## src/rtl/lrues_pkg.sv

```systemverilog
// shared types and constants for the lru eviction selector
`timescale 1ns / 1ps
package lrues_pkg;

   // widths fixed by the item and result formats
   localparam int TIME_W    = 64;
   localparam int BYTES_W   = 64;
   localparam int SEL_IDX_W = 6;
   localparam int CNT_W     = 7;
   localparam int CSR_ADDR_W = 2;
   localparam int CSR_DATA_W = 64;
   localparam int RSP_DATA_W = 8;
   localparam int RSP_USER_W = 2;

   // rsp tuser bit positions
   localparam int RSP_USER_HAS_SEL = 0;
   localparam int RSP_USER_OVF     = 1;

   // selection job handed from the loader to the walker
   typedef struct packed {
      logic [CNT_W-1:0] count;
      logic             overflowed;
   } job_type;

endpackage

```

## src/rtl/lrues_front.sv

```systemverilog
// loader: accepts candidates, computes effective time, issues selection jobs
`timescale 1ns / 1ps
module lrues_front import lrues_pkg::*; #(
   parameter int MAX_CANDIDATES = 64,
   parameter int NUM_DISKS      = 4
) (
   input  logic                              clock,
   input  logic                              reset,
   input  logic                              req_tvalid,
   output logic                              req_tready,
   input  logic [2*TIME_W+NUM_DISKS*BYTES_W-1:0] req_tdata,
   input  logic                              req_tuser,
   input  logic                              req_tlast,
   output logic                              wr_en,
   output logic [$clog2(MAX_CANDIDATES)-1:0] wr_addr,
   output logic [TIME_W-1:0]                 wr_time,
   output logic                              wr_prot,
   output logic [NUM_DISKS*BYTES_W-1:0]      wr_fp,
   output logic                              job_push,
   output job_type                           job_data,
   input  logic                              job_full,
   input  logic                              walk_done
);

   localparam int IW = $clog2(MAX_CANDIDATES);
   localparam int CW = $clog2(MAX_CANDIDATES + 1);

   logic [CW-1:0] count_ff, count_in;
   logic          ovf_ff, ovf_in;
   logic          lock_ff, lock_in;
   logic          accept, room;
   logic [TIME_W-1:0] ready_time, access_time;

   assign ready_time  = req_tdata[TIME_W-1:0];
   assign access_time = req_tdata[2*TIME_W-1:TIME_W];

   assign req_tready = !lock_ff && !job_full;
   assign accept     = req_tvalid && req_tready;
   assign room       = count_ff != CW'(MAX_CANDIDATES);

   // store write for a candidate that fits
   assign wr_en   = accept && room;
   assign wr_addr = count_ff[IW-1:0];
   assign wr_time = (ready_time > access_time) ? ready_time : access_time;
   assign wr_prot = req_tuser;
   assign wr_fp   = req_tdata[2*TIME_W +: NUM_DISKS*BYTES_W];

   // job on the final candidate
   assign job_push            = accept && req_tlast;
   assign job_data.count      = CNT_W'(room ? count_ff + CW'(1) : count_ff);
   assign job_data.overflowed = ovf_ff || !room;

   // load counter, overflow flag and store lock
   always_comb begin
      count_in = count_ff;
      ovf_in   = ovf_ff;
      lock_in  = lock_ff;
      if (walk_done) begin
         lock_in = 1'b0;
      end
      if (accept) begin
         if (req_tlast) begin
            count_in = '0;
            ovf_in   = 1'b0;
            lock_in  = 1'b1;
         end else if (room) begin
            count_in = count_ff + CW'(1);
         end else begin
            ovf_in = 1'b1;
         end
      end
   end

   always_ff @(posedge clock) begin
      if (reset) begin
         count_ff <= '0;
         ovf_ff   <= 1'b0;
         lock_ff  <= 1'b0;
      end else begin
         count_ff <= count_in;
         ovf_ff   <= ovf_in;
         lock_ff  <= lock_in;
      end
   end

endmodule

```

## config.mk

```make
export PLATFORM = sky130hd
export DESIGN_NAME = lrues_front
export DESIGN_NICKNAME = d
export VERILOG_FILES = /design/src/rtl/lrues_pkg.sv /design/src/rtl/lrues_front.sv
export SDC_FILE = /design/constraint.sdc
export NUM_CORES = 1
export LEC_CHECK = 0
export ABC_CLOCK_PERIOD_IN_PS = 2300
export BUFFER_PORTS_ARGS = -buffer_cell sky130_fd_sc_hd__buf_2
export CORE_AREA = 2 2 280 282
export CTS_CLUSTER_DIAMETER = 100
export CTS_CLUSTER_SIZE = 16
export DETAILED_ROUTE_END_ITERATION = 16
export DIE_AREA = 0 0 282 284
export PLACE_DENSITY_LB_ADDON = 0.05
export SYNTH_ARGS = -nofsm -noshare
export SYNTH_HDL_FRONTEND = slang
export SYNTH_SLANG_ARGS = --single-unit
```

## constraint.sdc

```tcl
create_clock -name clock -period 2.3 [get_ports clock]
set_clock_uncertainty 0.1 [all_clocks]
set_input_delay 0.115 -clock clock [delete_from_list [all_inputs] [get_ports clock]]
set_output_delay 0.115 -clock clock [all_outputs]
set_load 0.01 [all_outputs]
```

==> flow_summary_export.csv <==
group,metric,value,unit
min_path,hp-class,"primary input to flip-flop",
drt,vias_per_cell,2.68,
power,ir_worst_vdd,212,uV
synth,yosys.area.top_type,"buf_4",
finish,mostFrequentLayoutCells,"buf_2 (169), inv_1 (112), o21ai_2 (71)",
timing,hold_viol,0,
critical_path,start_kind,"primary input",
critical_path,critical_path.cell_chain,"buf_8 -> inv_4 -> ha_4 -> nand4_4 -> buf_4 -> a211oi_1 -> a211oi_2 -> buf_4 -> a31oi_4 -> nor4_4 -> buf_12 -> buf_12 -> buf_12 -> o21ai_4 -> o21ai_4 -> buf_4",
global_routing,grt_pass1_wl,39900,um
synth,yosysSeqAreaShare,3.42,%
timing,slew_viol_final,0,
global_routing,overflow,0,
timing,setup_viol,64,
timing,post-route-period-util,116,%
power,power_frac_seq,6.0,%
finish,final_common_cell,"buf_2",
floorplanning,die_h,284,um
critical_path,endpoint_kind,"output port",
placed_design,gp_congestion,0.645,
floorplanning,die-area,0.0801,mm2
power,switchingPower,0.00118,W
drt,drc_errors,0,
status,status,"finished, violations left",
finish,drive_gt1_share,61.9,%
synth,synth_top_area_share,37.4,%
power,swShare,44.6,%
synth,synth_area_leaders,"buf_4 (37%), ha_1 (16%), inv_1 (9.5%)",
synth,yosysUniqueCellTypes,47,
synth,synth-seq-cells,9,
critical_path,path_class,"primary input to output port",
power,intPower,0.00147,W
critical_path,crit_buf_inv,8,
drt,routedWlPerCell,15.7,um
power,p_total,0.00265,W
power,combPwrFrac,82.3,%
critical_path,crit_family,"buffers and inverters",
clock_tree,cts_buffer_depth,2,
drt,drtAntennaViolNets,0,
synth,synthArstFlopShare,0,%
finish,num_antenna_cells,0,
synth,syn_area_per_cell,6.83,um2
finish,fin_cells,1848,
placed_design,placed_area,0.00620,mm2
timing,postLayoutSetupSlackWorst,-0.366,ns
synth,syn_inst,772,
clock_tree,htree_levels,1,
synth,synth.cell_area,0.00528,mm2
drt,drtIter0Drc,98,
floorplanning,die_w,282,um
placed_design,detailed_place_hpwl,24200,um
clock_tree,cts_root_buf,"clkbuf_16",
floorplanning,core-area,0.0770,mm2
critical_path,slowest_stage,"ha_4",
power,cellPowerDensity,323,mW/mm2
timing,rsz0062_at_grt,"yes",
global_routing,grt_use_total,6.81,%
global_routing,grt_max_degree,20,
critical_path,max_stage_delay,0.33,ns
floorplanning,initial_utilization,6.85,%
floorplanning,num_rows,102,
clock_tree,path_clk_slew,0.04,ns
drt,wirelength,29000,um
timing,tightest_slew,0.392,ns
drt,vias,4956,
finish,fin_util,10.7,%
timing,slew_headroom,73.8,%
global_routing,grt_antenna_before_repair,1,
timing,max_freq,0.375,GHz
placed_design,place.port_buffers,214,
synth,synth_warnings,0,
critical_path,cp.arrival,2.45,ns
synth,synth_edf_count,0,
clock_tree,numClockSinks,9,
finish,area_delta_synth_final,55.6,%
finish,fin_nets,1266,
critical_path,required,2.09,ns
synth,synthFlopType,"dfxtp_1",
clock_tree,numCtsBuffers,3,
finish,final_cell_area,0.00821,mm2
run,cap_viol_max_count,0,
power,p_leak,3.57,nW
clock_tree,ctsHoldBuffers,0,
clock_tree,clock_latency,0.23,ns
drt,firstDrtPassIters,4,
placed_design,dp_cells,1809,
global_routing,grt_pass1_vias,5619,
timing,period_needed,2.67,ns
floorplanning,boundaryPins,729,
clock_tree,cts_tree,"built",
status,violations,"negative setup slack",
synth,syn_nets,1229,
critical_path,critPathMaxFanout,13,
finish,fillers,9021,
power,clkPwrFrac,11.7,%
[path summary, 6_finish.rpt]
| kind | from | to | slack (ns) | depth (start not counted) |
|---|---|---|---|---|
| worst max-delay path | req_tdata[79] | wr_time[6] | -0.37 | 16 |
| worst min-delay path | req_tvalid | ovf_ff | 0.1 | 3 |
| worst min register to register | lock_ff | lock_ff | 0.40 | 2 |
| worst max register to register | count_ff[0] | count_ff[2] | 0.40 | 9 |
[metal layers]
layer	routed length, um	track usage (%)
met1	11700	7.96
met2	12900	10.8
met3	2800	2.54
met4	1490	3.26
met5	96	1.04
[Yosys cell counts, drive strengths merged, types with 2 or more instances]
master	count
dfxtp	9
nor3	5
nand4	13
nand3	10
nor2	19
ha	66
and3	5
clkbuf	9
inv	133
a31oi	3
o21ai	142
nor4	4
buf	273
a211oi	4
a21oi	30
nor3b	2
a22oi	7
or2b	2
nand2	19
xnor2	5
[stage by stage]
| stage | setup TNS [ns] | setup WS (ns) | hold slack, ns |
|---|---|---|---|
| finish | -20.26 | -0.366 | 0.0986 |
| CTS | -23.74 | -0.418 | 0.0963 |
| floorplan | 0 | 0.0925 | 0.192 |
| global route | -30.77 | -0.521 | 0.121 |
| global placement | -52.26 | -0.912 | 0.130 |
| detailed placement | -56.46 | -0.976 | 0.130 |
[final cells by class]
class	count	area, um2	share of cell area, %
Multi-Input combinational cell	348	3500	42.7
Timing Repair Buffer	314	2630	32.0
Tap cell	1040	1300	15.9
Inverter	133	517	6.29
Sequential cell	9	180	2.19
Clock buffer	4	78.8	0.960
[state kept, by name, summed over array words and instances (netlist names)]
| register | flops |
|---|---|
| count_ff | 7 |
| ovf_ff | 1 |
| lock_ff | 1 |
[logic make-up after synthesis]
logic type,after synthesis,share of synthesized area [%]
buffers and inverters,415,49.3
AOI/OAI and AO/OA,191,21.3
and+or+nand+nor,85,9.27
adders and majority gates,66,15.7
DFF,9,3.42
xor gates and xnor gates,6,0.996
[tightest hold or removal path, delay by kind of cell]
| kind | cells | cell delay, ns |
|---|---|---|
| and+or+nand+nor | 1 | 0.11 |
| AOI/OAI and AO/OA | 1 | 0.06 |
| buffers and inverters | 1 | 0.10 |
[power by group through the flow]
stage,clock [W],sequential [W],combinational (W)
global placement,0,0.000162,0.00148
detailed placement,0,0.000162,0.00146
CTS,0.000324,0.000159,0.00202
floorplan,0,0.000163,0.00112
finish,0.000309,0.000159,0.00218
global route,0.000332,0.000159,0.00240
[what timing repair did]
action	in CTS	in global routing
pin swaps	34	29
cloned	9	3
setup endpoints to repair	64	65
setup buffers	20	5
gates resized for setup	212	131
Power figures use the tool's default switching activity.
