===== src/rtl/lrues_pkg.sv =====
// shared types and constants for the lru eviction selector
`timescale 1ns / 1ps
package lrues_pkg;

   // widths fixed by the item and result formats
   localparam int TIME_W    = 64;
   localparam int BYTES_W   = 64;
   localparam int SEL_IDX_W = 6;
   localparam int CNT_W     = 7;
   localparam int CSR_ADDR_W = 2;
   localparam int CSR_DATA_W = 64;
   localparam int RSP_DATA_W = 8;
   localparam int RSP_USER_W = 2;

   // rsp tuser bit positions
   localparam int RSP_USER_HAS_SEL = 0;
   localparam int RSP_USER_OVF     = 1;

   // selection job handed from the loader to the walker
   typedef struct packed {
      logic [CNT_W-1:0] count;
      logic             overflowed;
   } job_type;

endpackage


===== src/rtl/lrues_queue.sv =====
// two-entry job queue between loader and walker
`timescale 1ns / 1ps
module lrues_queue import lrues_pkg::*; (
   input  logic    clock,
   input  logic    reset,
   input  logic    push,
   input  job_type push_data,
   output logic    full,
   input  logic    pop,
   output logic    empty,
   output job_type pop_data
);

   job_type     slot_ff [2];
   logic        wr_ptr_ff, wr_ptr_in;
   logic        rd_ptr_ff, rd_ptr_in;
   logic [1:0]  fill_ff, fill_in;
   logic        do_push, do_pop;

   assign full     = fill_ff == 2'd2;
   assign empty    = fill_ff == 2'd0;
   assign do_push  = push && !full;
   assign do_pop   = pop && !empty;
   assign pop_data = slot_ff[rd_ptr_ff];

   // pointers and fill level
   always_comb begin
      wr_ptr_in = do_push ? !wr_ptr_ff : wr_ptr_ff;
      rd_ptr_in = do_pop ? !rd_ptr_ff : rd_ptr_ff;
      fill_in   = fill_ff;
      if (do_push && !do_pop) begin
         fill_in = fill_ff + 2'd1;
      end else if (do_pop && !do_push) begin
         fill_in = fill_ff - 2'd1;
      end
   end

   always_ff @(posedge clock) begin
      if (reset) begin
         wr_ptr_ff <= 1'b0;
         rd_ptr_ff <= 1'b0;
         fill_ff   <= '0;
      end else begin
         wr_ptr_ff <= wr_ptr_in;
         rd_ptr_ff <= rd_ptr_in;
         fill_ff   <= fill_in;
      end
   end

   // entry storage
   always_ff @(posedge clock) begin
      if (do_push) begin
         slot_ff[wr_ptr_ff] <= push_data;
      end
   end

endmodule


===== config.mk =====
export PLATFORM = sky130hd
export DESIGN_NAME = lrues_queue
export DESIGN_NICKNAME = d
export VERILOG_FILES = /design/src/rtl/lrues_pkg.sv /design/src/rtl/lrues_queue.sv
export SDC_FILE = /design/constraint.sdc
export NUM_CORES = 1
export LEC_CHECK = 0
export ABC_AREA = 0
export BUFFER_PORTS_ARGS = -buffer_cell sky130_fd_sc_hd__buf_4
export CAP_MARGIN = 20
export CELL_PAD_IN_SITES_DETAIL_PLACEMENT = 1
export CELL_PAD_IN_SITES_GLOBAL_PLACEMENT = 2
export CORE_UTILIZATION = 30
export DETAILED_ROUTE_END_ITERATION = 8
export PLACE_DENSITY = 0.75
export SLEW_MARGIN = 5
export SYNTH_ARGS = -nofsm -noshare
export SYNTH_HDL_FRONTEND = slang
export SYNTH_SLANG_ARGS = --single-unit

===== constraint.sdc =====
create_clock -name clock -period 1.4 [get_ports clock]
set_input_delay 0.14 -clock clock [delete_from_list [all_inputs] [get_ports clock]]
set_output_delay 0.14 -clock clock [all_outputs]
set_load 0.02 [all_outputs]

==> run summary, run 1 <==
Status = finished, violations left
Failing checks = setup timing
Largest net degree at the start of global routing = 12
Pre-CTS setup slack = -0.0390 ns
Reg2reg end = fill_ff[1]
Setup ws final = -0.0681 ns
FILL cells = 262
Syn nets = 63
Non-Filler Instances = 111
Area of the mapped netlist = 793 µm²
Worst Setup EP = fill_ff[1]
CTS tree = yes
Crit share post-route = 105%
Drt first pass iters = 2
Final instance area = 1180 µm²
Routed wire length = 1450 µm
Critical Path AT = 1.68 ns
Mapped Cells = 50
Sink Count = 21
Vias per cell = 4.37
Int Pwr = 1.47 mW
Final Hold Vio Count = 0
Ant diodes = 0
Sequential share of the synthesized area = 73.2%
Worst setup SP type = flop
Element type at the critical path end = flop
Final Max Slew Viols = 0
Switching Fraction = 31.3%
Required time of the critical path = 1.62 ns
Slack of the worst reg-to-reg path = -0.07 ns
Most common cell after layout, fill and taps aside = buf_4
Die Wd = 53.4 µm
Worst vdd ir = 836 µV
CTS buffer count = 3
Clk slew on worst S/H paths = 0.10 ns
Leak = 0.480 nW
Die area = 2850 µm²
Routed vias = 485
RR Startpoint = fill_ff[1]
Setup_tns = -0.0681 ns
Clock root buffer = clkbuf_4
H-tree levels = 1
Congestion Overflow GR = 0
Nets = 95
DRC = 0
All-Layer GR Usage = 11.3%
GPL Wtd Cong = 0.683
Placed Area = 1050 µm²
Part of the power in the clock network = 12.3%
Reg2Reg Depth = 6
Clock tree buffer depth = 2
Placed cell count = 105
Hpwl dp = 1030 µm
Final setup fails = 1
Die H = 53.4 µm
Worst-Margin Slew = 0.237 ns
Row count = 18
Class of the worst hold path = primary input to flop
Clock Skews = 0.00168 ns
Hold-fix buffers, CTS = 0
Starting Density = 32.0%
Pwr dens = 1810 nW/µm²
RSZ-0062 raised after global routing = true
WS Path Type = flop to flop
Top Ports = 22
Fmax = 681 MHz
Share of cells above drive strength 1 = 58.0%
Global-route wire length before repair = 2240 µm
Worst rel slew slack = 84.1%
Floorplan core area = 2480 µm²
Post-synth cell types = 13
Layout area overhead = 48.7%
IO buf count = 21
Antenna viol nets, final = 0
Period minus WS final = 1.47 ns
Worst-Skew Late Latency = 0.28 ns
Combinational share of power = 44.7%
Initial DRC count = 2
Max FO, Critical Path = 4
Max cap viols = 0
Most frequent cells in the layout = buf_4 (19), edfxtp_1 (16), mux2_4 (8)
Number of global-route vias before repair = 502
Crit. Startpoint = fill_ff[1]
Sequential share of power = 43.0%
Yosys reg bits = 21
Sw power = 667 µW
Ys Warns = 0
Initial antenna violation count = 0
Drt wl/cell = 13.0 µm
Mean Syn Cell Area = 15.9 µm²
Final Util = 47.6%
cell type report:
cell class / instances / area [µm²] / share of cell area, %
flip-flops and latches: 21 / 589 / 49.9
repair buffers: 28 / 262 / 22.2
multi-input cells: 26 / 258 / 21.8
well taps: 30 / 37.5 / 3.18
clock buffers: 4 / 26.3 / 2.23
inverters: 2 / 7.51 / 0.636
worst min-delay path by stage:
stage	start	end	cells past startpoint
floorplan	reset	fill_ff[1]	1
global placement	push_data[4]	slot_ff[0][4]	1
detailed placement	push_data[4]	slot_ff[1][4]	1
CTS	push_data[4]	slot_ff[0][4]	1
global route	push_data[4]	slot_ff[1][4]	1
finish	push_data[4]	slot_ff[0][4]	1
synthesized netlist by cell type, drive strengths merged:
cell type | number | area [µm²]
dfxtp | 5 | 100
nor2 | 5 | 18.8
mux2 | 8 | 90.1
and2 | 1 | 6.26
nor2b | 1 | 8.76
or3 | 2 | 12.5
o21ai | 3 | 15.0
edfxtp | 16 | 480
ha | 1 | 12.5
a21oi | 2 | 10.0
buf | 1 | 5.00
inv | 2 | 7.51
xor2 | 3 | 26.3
cell families (layout without fill, tap and decap cells):
family                   Yosys count  in the layout  share of synthesized area (%)
buffers and inverters              3             34                           1.58
XOR/XNOR                           3              3                           3.31
AO/OA/AOI/OAI                      5              5                           3.15
multiplexers                       8              8                           11.4
flip-flops                        21             21                           73.2
AND/OR/NAND/NOR                    9              9                           5.84
adder cells (fa/ha/maj)            1              1                           1.58
critical path, cell delays in order, from the launching register on:
cell and delay, ns:
dfxtp_4 0.38, nor2b_4 0.17, nor2_2 0.06, ha_4 0.15, xor2_1 0.15, or3_1 0.34
a21oi_2 0.15
flip-flops by register name, indices dropped and copies added (netlist names), named ones only:
register,count
fill_ff,2
slot_ff,16
rd_ptr_ff,1
wr_ptr_ff,1
through the flow:
stage	total power, mW	hold WS, ns
final	2.13	0.0353
after global routing	2.28	0.00920
after CTS	2.04	0.0222
after detailed placement	1.69	0.328
after global placement	1.66	0.325
after floorplan	1.32	0.202
per-layer routing:
| metal | track usage, % | vias to the layer above | wire length, µm |
|---|---|---|---|
| li1 | - | 242 | - |
| met1 | 12.4 | 227 | 566 |
| met2 | 21.0 | 16 | 794 |
| met3 | 2.87 | 0 | 85 |
| met4 | 2.63 | 0 | 0 |
| met5 | 0 | - | 0 |
what timing repair did:
item / in CTS / in global routing
pin swaps: 2 / 0
gates cloned: 0 / 0
setup endpoints to repair: 9 / 9
buffers inserted: 2 / 0
endpoints found under the hold margin: 0 / 0
resized for setup: 8 / 16
power groups by stage:
| stage | clock [mW] | combinational, mW | sequential (mW) |
|---|---|---|---|
| 6_report | 0.264 | 0.954 | 0.917 |
| 5_1_grt | 0.309 | 1.04 | 0.936 |
| 4_1_cts | 0.281 | 0.852 | 0.908 |
| 3_5_place_dp | 0 | 0.782 | 0.906 |
| 3_3_place_gp | 0 | 0.760 | 0.896 |
| 2_1_floorplan | 0 | 0.460 | 0.859 |
Power figures use the tool's default switching activity.
==> inputs of run 2 (changes only) <==
--- a/config.mk
+++ b/config.mk
@@ -10,9 +10,10 @@
 export CAP_MARGIN = 20
 export CELL_PAD_IN_SITES_DETAIL_PLACEMENT = 1
 export CELL_PAD_IN_SITES_GLOBAL_PLACEMENT = 2
-export CORE_UTILIZATION = 30
+export CORE_UTILIZATION = 32
+export CTS_BUF_LIST = sky130_fd_sc_hd__clkbuf_8
 export DETAILED_ROUTE_END_ITERATION = 8
-export PLACE_DENSITY = 0.75
+export PLACE_DENSITY = 0.79
 export SLEW_MARGIN = 5
 export SYNTH_ARGS = -nofsm -noshare
 export SYNTH_HDL_FRONTEND = slang
==> run summary, run 2 (synthesis results as in run 1) <==
Status = finished, violations left
Failing checks = setup timing
Combinational share of power = 39.5% (-5.2 points)
Reg2reg end = fill_ff[1]
CP max stage delay = 0.37 ns (about the same)
Critical Path AT = 1.64 ns (-0.04 ns)
Leak = 0.445 nW (-7.3%)
Number of global-route vias before repair = 504 (+0.40%)
Most frequent cells in the layout = buf_4 (25), edfxtp_1 (16), mux2_2 (8)
Die area = 2680 µm² (-6.0%)
Worst Hold Path EP = slot_ff[0][7]
Starting Density = 34.9% (+2.8 points)
CTS buffer count = 3 (unchanged)
CTS tree = yes
Final Util = 49.1% (+1.5 points)
Largest register FFs = 16 (unchanged)
Hold Path Cell Cnt = 1 (unchanged)
Required time of the critical path = 1.58 ns (-0.04 ns)
Total power = 2.12 mW (-0.91%)
Worst vdd ir = 1200 µV (+44%)
Element type at the critical path end = flop
Congestion Overflow GR = 0 (unchanged)
Hpwl dp = 1060 µm (+3.4%)
Max cap viols = 0 (unchanged)
Drt wl/cell = 13.9 µm (+6.3%)
Share of cells above drive strength 1 = 57.5% (-0.52 points)
GPL Wtd Cong = 0.610 (-11%)
Switching Fraction = 31.7% (+0.46 points)
Ant diodes = 0 (unchanged)
Placed Area = 1040 µm² (-0.95%)
WS Path Type = flop to flop
Max FO, Critical Path = 4 (unchanged)
Int Pwr = 1.44 mW (-1.6%)
Floorplan core area = 2280 µm² (-8.1%)
Clk slew on worst S/H paths = 0.07 ns (-0.03 ns)
Worst rel slew slack = 84.9% (+0.87 points)
Nets = 94 (-1.1%)
Final Max Slew Viols = 0 (unchanged)
Sink Count = 21 (unchanged)
Most common cell after layout, fill and taps aside = buf_4
Initial antenna violation count = 0 (unchanged)
Global-route wire length before repair = 2290 µm (+2.5%)
Worst-Skew Late Latency = 0.25 ns (-0.03 ns)
Critical path's slowest cell = dfxtp_4
Drt first pass iters = 2 (unchanged)
Layout area overhead = 40.9%
Fmax = 684 MHz (+0.36%)
Period minus WS final = 1.46 ns (-0.00520 ns)
Placed cell count = 102 (-2.9%)
IO buf count = 21 (unchanged)
Routed vias = 501 (+3.3%)
Hold Crit Start = push_data[7]
All-Layer GR Usage = 12.2% (+0.91 points)
Top Ports = 22 (unchanged)
Largest net degree at the start of global routing = 12 (unchanged)
Setup ws final = -0.0629 ns (+0.00520 ns)
Vias per cell = 4.64 (+6.2%)
RR Startpoint = fill_ff[1]
Initial DRC count = 4 (+2)
Worst setup SP type = flop
H-tree levels = 1 (unchanged)
Routed wire length = 1500 µm (+3.5%)
Slack of the worst reg-to-reg path = -0.06 ns (about the same)
Crit share post-route = 104% (-0.37 points)
Non-Filler Instances = 108 (-2.7%)
Pre-CTS setup slack = -0.0305 ns (+0.00848 ns)
Pwr dens = 1890 nW/µm² (+4.6%)
Final instance area = 1120 µm² (-5.3%)
Die Wd = 51.8 µm (-3.1%)
Clock tree buffer depth = 2 (unchanged)
Sequential share of power = 42.7% (-0.3 points)
Crit-path cells = nor2b_4, nor2_2, ha_1, xor2_1, or3_1, a21oi_2
Clock root buffer = clkbuf_8
Final setup fails = 1 (unchanged)
Sw power = 671 µW (+0.54%)
Reg2Reg Depth = 6 (unchanged)
Most flop-heavy register = slot_ff
Final Hold Vio Count = 0 (unchanged)
DRC = 0 (unchanged)
Part of the power in the clock network = 17.8% (+5.5 points)
Biggest registers after layout = slot_ff (16), fill_ff (2)
Clock Skews = 0.00153 ns (-0.000147 ns)
Worst-Margin Slew = 0.224 ns (-0.0130 ns)
Antenna viol nets, final = 0 (unchanged)
Class of the worst hold path = primary input to flop
Die H = 51.8 µm (-3.1%)
RSZ-0062 raised after global routing = true
Row count = 17 (-1)
## run 2: changes by cell type in the layout (fill, tap and decap cells not counted), sizes merged
cell and delta:
inv +1, clkbuf -1, buf -1
## run 2: what timing repair did
action / in CTS / in global routing
hold endpoints to repair: 0 / 0
endpoints found under the setup margin: 9 / 17
hold buffers: 0 / 0
buffers inserted: 1 / 2
gates resized for setup: 6 / 5
## run 2: worst max path at each step
stage,startpoint,to,depth (start not counted)
after floorplan,fill_ff[1],fill_ff[1],5
after global placement,fill_ff[1],fill_ff[1],6
after detailed placement,fill_ff[0],fill_ff[1],4
after CTS,fill_ff[0],fill_ff[1],4
after global routing,fill_ff[1],fill_ff[1],6
final,fill_ff[1],fill_ff[1],6
## run 2: critical path: cells and delay by family (launching register included)
| kind | cells | cell delay (ns) |
|---|---|---|
| AO/OA/AOI/OAI | 1 | 0.13 |
| XOR/XNOR | 1 | 0.16 |
| flip-flops | 1 | 0.37 |
| adder cells (fa/ha/maj) | 1 | 0.19 |
| AND/OR/NAND/NOR | 3 | 0.55 |
## run 2: final cells by class
cell class | count | area, µm²
flip-flops and latches | 21 | 589
well taps | 28 | 35.0
clock inverters | 1 | 3.75
clock buffers | 3 | 41.3
inverters | 2 | 12.5
fillers | 246 | 1160
repair buffers | 27 | 219
multi-input cells | 26 | 216
## run 2: power groups by stage
stage	logic (mW)	registers, mW	clock network, mW
finish	0.835	0.903	0.377
CTS	0.834	0.907	0.377
global route	0.900	0.918	0.418
detailed placement	0.770	0.908	0
global placement	0.737	0.899	0
floorplan	0.460	0.859	0
## run 2: through the flow
| stage | setup TNS (ns) | hold slack [ns] |
|---|---|---|
| 6_report | -0.0629 | 0.0702 |
| 2_1_floorplan | -0.0440 | 0.202 |
| 4_1_cts | -0.153 | 0.0719 |
| 5_1_grt | -0.142 | 0.0577 |
| 3_5_place_dp | -0.0305 | 0.329 |
| 3_3_place_gp | 0 | 0.326 |
## run 2: routing by layer
layer / global-route usage, % / vias up / part of all wire, % / wire [µm]
met4: 4.05 / 0 / 0.67 / 10
met2: 22.9 / 15 / 52 / 781
li1: - / 242 / - / -
met5: 0 / - / 0 / 0
met3: 2.34 / 2 / 5.2 / 78
met1: 13.4 / 242 / 42 / 626
